$ cat config.mk
export PLATFORM = sky130hd
export DESIGN_NAME = fcbs_mac
export DESIGN_NICKNAME = d
export VERILOG_FILES = /design/src/rtl/core/fcbs_pkg.sv /design/src/rtl/core/fcbs_mac.sv
export SDC_FILE = /design/constraint.sdc
export NUM_CORES = 2
export LEC_CHECK = 0
export BUFFER_PORTS_ARGS = -buffer_cell sky130_fd_sc_hd__buf_4
export CORE_MARGIN = 2
export CORE_UTILIZATION = 45
export CTS_BUF_LIST = sky130_fd_sc_hd__clkbuf_16
export DETAILED_ROUTE_END_ITERATION = 12
export HOLD_SLACK_MARGIN = 0.06
export PLACE_DENSITY_LB_ADDON = 0.15
export SLEW_MARGIN = 20
export SYNTH_ARGS = -nofsm -noshare
export SYNTH_HDL_FRONTEND = slang
export SYNTH_SLANG_ARGS = --single-unit
$ cat constraint.sdc
create_clock -name clock -period 11.5 [get_ports clock]
set_input_delay 1.15 -clock clock [delete_from_list [all_inputs] [get_ports clock]]
set_output_delay 1.15 -clock clock [all_outputs]
set_load 0.005 [all_outputs]
$ cat src/rtl/core/fcbs_pkg.sv
// ----------------------------------------------------------------------------
// Frustum cull package
// Widths, item kinds and verdict codes shared by the frustum cull block.
// ----------------------------------------------------------------------------
`default_nettype none

package fcbs_pkg;

   localparam int FIELD_BITS = 32;
   localparam int COORD_BITS = 32;
   localparam int FRAC_BITS  = 16;
   localparam int ACC_BITS   = 64;
   localparam int NUM_PLANES = 6;
   localparam int PLANE_BITS = 3;
   localparam int KIND_BITS  = 2;
   localparam int VERDICT_BITS = 2;

   localparam logic [PLANE_BITS-1:0] FIRST_PLANE = '0;
   localparam logic [PLANE_BITS-1:0] LAST_PLANE  = PLANE_BITS'(NUM_PLANES - 1);

   localparam logic [KIND_BITS-1:0] KIND_LOAD   = 2'd0;
   localparam logic [KIND_BITS-1:0] KIND_BOX    = 2'd1;
   localparam logic [KIND_BITS-1:0] KIND_SPHERE = 2'd2;
   localparam logic [KIND_BITS-1:0] KIND_NONE   = 2'd3;

   localparam logic [VERDICT_BITS-1:0] VERDICT_INSIDE    = 2'd0;
   localparam logic [VERDICT_BITS-1:0] VERDICT_INTERSECT = 2'd1;
   localparam logic [VERDICT_BITS-1:0] VERDICT_OUTSIDE   = 2'd2;

   typedef logic signed [COORD_BITS-1:0] coord_type;
   typedef logic signed [ACC_BITS-1:0]   acc_type;

   // Control of the shared multiply-accumulate unit.
   typedef struct packed {
      logic first;   // load the scaled offset instead of accumulating
      logic enable;  // advance the product and accumulator registers
   } mac_ctrl_type;

endpackage

`default_nettype wire

$ cat src/rtl/core/fcbs_mac.sv
// ----------------------------------------------------------------------------
// Frustum cull multiply-accumulate unit
// One signed multiplier with a registered product and a 64-bit accumulator,
// shared by every term of every plane distance.
// ----------------------------------------------------------------------------
`default_nettype none

module fcbs_mac
   import fcbs_pkg::*;
(
   input  wire logic         clock,
   input  wire mac_ctrl_type ctrl,
   input  wire coord_type    coef,
   input  wire coord_type    point,
   input  wire coord_type    offset,
   output acc_type           dist_sum
);

   logic signed [2*COORD_BITS-1:0] mul_full;
   acc_type prod_ff, prod_in;
   acc_type acc_ff, acc_in;
   acc_type offset_scaled;

   assign mul_full      = coef * point;
   assign prod_in       = ACC_BITS'(mul_full);
   assign offset_scaled = ACC_BITS'(offset) <<< FRAC_BITS;
   assign acc_in        = ctrl.first ? offset_scaled : acc_ff + prod_ff;

   // The full distance is ready once the last product has been registered.
   assign dist_sum = acc_ff + prod_ff;

   always_ff @(posedge clock) begin
      if (ctrl.enable) begin
         prod_ff <= prod_in;
         acc_ff  <= acc_in;
      end
   end

endmodule

`default_nettype wire

## Yosys cells after proc, flatten, opt, wreduce, memory -nomap -nowiden

Cells that the tools add are included.

- Register bits after elaboration: 128
- Input bits: 99
- Output and inout port bits: 64
- Logic and storage cells: 6

- $add $sub $neg: 1
- Multiply operators: 1
- Multiplexer cells: 1

Operator list:

| operator | count |
|---|---|
| adder 64 bit | 1 |
| multiplier 32 x 32 -> 64 bit | 1 |
| two-way mux 64 bit | 1 |

## Longest topological paths before layout

- Depth in word-level cells: 2
- Depth in mapped cells: 29
- Depth with buffers taken out: 28

## Worst setup path after synthesis

OpenSTA, ideal clock, no wires.

- Path type: input port to flip-flop
- Start point: input coef[31]
- End point: register prod_ff[62] (data pin)
- Library setup time: 0.260 ns
- Data arrival time: 8.145 ns
- Required time: 11.240 ns
- Path slack: 3.095 ns
- Cell stages on the path: 27
- Path buffers: 2
- Cells stage by stage: clkbuf_1 > nand2_1 > inv_1 > fa_1 > inv_1 > fa_1 > inv_1 > fa_1 > fa_1 > inv_1 > fa_1 > inv_1 > fa_1 > fa_1 > fa_1 > ha_1 > clkbuf_1 > inv_1 > o21ai_0 > a21o_1 > a21o_1 > a21oi_1 > o21ai_0 > a21oi_2 > nor4_1 > nor3_1 > xnor2_1

- Longest elaborated chain between the ends: 1

Ends and longest elaborated chain:

| item | line | RTL |
|---|---|---|
| start, declared | fcbs_mac.sv:13 | `input wire coord_type coef,` |
| multiplier 32 x 32 -> 64 bit | fcbs_mac.sv:24 | `assign mul_full = coef * point;` |
| named net mul_full[62] | fcbs_mac.sv:19 | `logic signed [2*COORD_BITS-1:0] mul_full;` |
| end signal, assigned | fcbs_mac.sv:34 | `prod_ff <= prod_in;` |
| end, declared | fcbs_mac.sv:20 | `acc_type prod_ff, prod_in;` |

The timed path passes the listed nets, and every way through them passes these cells.
A chain may end at the register's enable or synchronous reset.

## Final worst setup path

- Start point: input point[9]
- End point: register prod_ff[62] (data pin)

- Longest elaborated chain between the ends: 1

Ends and longest elaborated chain:

| item | line | RTL |
|---|---|---|
| start, declared | fcbs_mac.sv:14 | `input wire coord_type point,` |
| multiplier 32 x 32 -> 64 bit | fcbs_mac.sv:24 |  |
| named net mul_full[62] | fcbs_mac.sv:19 |  |

The timed path passes the listed nets, and every way through them passes these cells.

==> run metrics <==
Tmin final 9.02 ns; DIE AREA 102000 um2; maximum clock frequency 111 MHz; share of layout cells above drive strength 1 5.22%; Hold Path Sink acc_ff[0]; total congestion overflow after global routing 0; number of input and output port buffers inserted 162; initial drt markers 1950; cts bufs inserted 17; post-CTS sizing 0; area share of the largest cell type after synthesis 48.5%; flop-to-flop setup slack 7.76 ns; average cell area after synthesis 9.43 um2; number of antenna-violating nets in the routed design 0; initial antenna violation count 2; clock tree from TritonCTS built; number of global-route vias before repair 34600; Crit path largest cell delay 0.58 ns; clock transition at the registers of the reported paths 0.07 ns; area used by sequential logic in the layout 3840 um2; final setup skew 0.0185 ns; endpoint arrival time on the critical path 9.21 ns; routability cong. 0.899; Most common cell on crit path sky130_fd_sc_hd__fa_1; antenna cells 0; kind of capture point of the worst setup path register; library cell used as clock root buffer sky130_fd_sc_hd__clkbuf_16; library cells used by synthesis 78; RSZ-0062 raised after global routing false; maximum number of pins on one net before global-route repair 73; die span in x 319 um; total number of yosys warnings 0; area of the mapped netlist 44700 um2; number of hold buffers added after cts 0; Crit Reg-Reg Endpoint acc_ff[62]; Setup violations, final 0; dominant register cell in the synthesized netlist sky130_fd_sc_hd__edfxtp_1; max-slew violation count 0; Via Count 31800; startpoint of the most critical hold path acc_ff[0]; summed negative setup slack over all endpoints 0 ns; flip-flop and latch count after synthesis 128; Critical R2R Launch prod_ff[0]; Least-Margin Pin Slew 1.14 ns; area taken by multi-input logic gates 36100 um2; core footprint 98400 um2; most area-hungry cell type in the Yosys netlist sky130_fd_sc_hd__fa_1; Hold Path Depth 2; # Post-CTS Setup Buffers 0; source-to-sink clock delay at the later pin of the worst-skew pair 0.45 ns; Total Wirelength 125000 um; most frequent cell after synthesis sky130_fd_sc_hd__fa_1; maximum buffer depth of the clock tree 2; Final Hold Vio Count 0; H-tree depth 4; number of clock sinks seen by CTS 128; first-pass GRT wire length 199000 um; tightest slew margin relative to the limit 23.8%; share of synthesized flip-flops with an asynchronous set or reset 0%; largest fanout on the critical path 32; Net Count, Synth 6172; area delta synth->final 5.50%; classification of the worst setup path input port to register; Routed WL per cell 20.9 um; status finished clean; count of cells along the worst register-to-register path 13; number of maximum-capacitance violations 0; DPL Wire Length 99000 um; overall die height 319 um; post-synthesis sequential area ratio 8.60%; fillers 9532; critical path startpoint category input port; Cells after Synth 4743; number of enable flip-flop cells after synthesis 128; starting density of the core 45.4%; Req. time, crit path 11.70 ns; final net count 6105; via density per instance 5.32; slowest stage cell, crit path sky130_fd_sc_hd__fa_1; most area-consuming cells after synthesis sky130_fd_sc_hd__fa_1, sky130_fd_sc_hd__edfxtp_1, sky130_fd_sc_hd__inv_1, sky130_fd_sc_hd__and2_1, sky130_fd_sc_hd__ha_1; number of detailed-routing iterations run before antenna repair 5; final period utilization 78.4%; io pins 163; floorplan row count 115; Commonest cells post-synth sky130_fd_sc_hd__fa_1, sky130_fd_sc_hd__inv_1, sky130_fd_sc_hd__nand2_1; path class of the lowest-slack min-delay path register to register; gr usage total 25.4%; DRC violations left 0
through the flow:
stage	setup slack (ns)	hold WS (ns)	instance area, um2	util, %	instances
floorplan	3.09	0.668	44700	-	4743
global placement	2.18	0.669	46600	47.3	5944
detailed placement	2.13	0.682	46600	47.3	5944
CTS	2.58	0.699	47200	47.9	5976
global route	2.01	0.756	47200	47.9	5976
finish	2.48	0.695	47200	47.9	5976
metal layers:
| layer | vias to the layer above | wire, um | global-route usage [%] |
|---|---|---|---|
| met5 | - | 20 | 0 |
| met4 | 4 | 2370 | 5.41 |
| met3 | 132 | 8640 | 4.48 |
| met2 | 957 | 58300 | 41.6 |
| met1 | 16600 | 55500 | 35.5 |
| li1 | 14100 | - | - |
worst max-delay path by stage:
stage	from	to	slack (ns)	cells past startpoint
finish	point[9]	prod_ff[62]	2.48	25
detailed placement	point[5]	prod_ff[62]	2.13	26
global route	point[5]	prod_ff[62]	2.01	26
CTS	point[5]	prod_ff[62]	2.58	26
global placement	point[5]	prod_ff[62]	2.18	26
floorplan	coef[31]	prod_ff[62]	3.09	27
sequential cells by signal, indices dropped and copies added, names as in the netlist:
| name | count |
|---|---|
| prod_ff | 64 |
| acc_ff | 64 |
cells by family (layout without fill, tap and decap cells):
family	Yosys count	after routing	synth area share [%]
AND/OR/NAND/NOR	1436	1436	15.9
adder cells (fa/ha/maj)	1330	1330	55.4
buffers and inverters	1255	1201	10.6
AO/OA/AOI/OAI	446	446	6.53
XOR/XNOR	131	131	2.57
flip-flops	128	128	8.60
multiplexers	17	17	0.423
placed cells by master, fill, tap and decap left out, types with 15 or more instances in the layout:
master                         n
sky130_fd_sc_hd__nand4_1      27
sky130_fd_sc_hd__mux2_2       15
sky130_fd_sc_hd__a21oi_1     152
sky130_fd_sc_hd__nand2b_1     16
sky130_fd_sc_hd__nor3_1       23
sky130_fd_sc_hd__xor2_1       44
sky130_fd_sc_hd__nand2_1     650
sky130_fd_sc_hd__o21bai_1     24
sky130_fd_sc_hd__xnor2_1      87
sky130_fd_sc_hd__edfxtp_1    128
sky130_fd_sc_hd__clkbuf_16    17
sky130_fd_sc_hd__a31oi_1      16
sky130_fd_sc_hd__inv_1      1003
sky130_fd_sc_hd__o21ai_0      67
sky130_fd_sc_hd__ha_1        247
sky130_fd_sc_hd__and2_1      525
sky130_fd_sc_hd__nor2_1      102
sky130_fd_sc_hd__o21ai_1      17
sky130_fd_sc_hd__nor2b_1      15
sky130_fd_sc_hd__a21o_1       61
sky130_fd_sc_hd__o21a_1       16
sky130_fd_sc_hd__fa_1       1083
sky130_fd_sc_hd__buf_4       165
sky130_fd_sc_hd__nand3_1      31
final cells by class:
| class | count | area share (%) |
|---|---|---|
| inverters | 1004 | 7.99 |
| flip-flops and latches | 128 | 8.15 |
| clock buffers | 17 | 0.902 |
| clock inverters | 15 | 0.321 |
| well taps | 1287 | 3.41 |
| multi-input cells | 3360 | 76.6 |
| repair buffers | 165 | 2.63 |
critical path: cells and delay by family:
family | cells | cell delay [ns]
AO/OA/AOI/OAI | 3 | 1.15
XOR/XNOR | 1 | 0.13
adder cells (fa/ha/maj) | 9 | 4.57
buffers and inverters | 5 | 0.68
AND/OR/NAND/NOR | 7 | 1.49
Power is left out: the tool's default activity adds up to more than one toggle a clock period on the data nets, which glitch-free logic cannot reach.
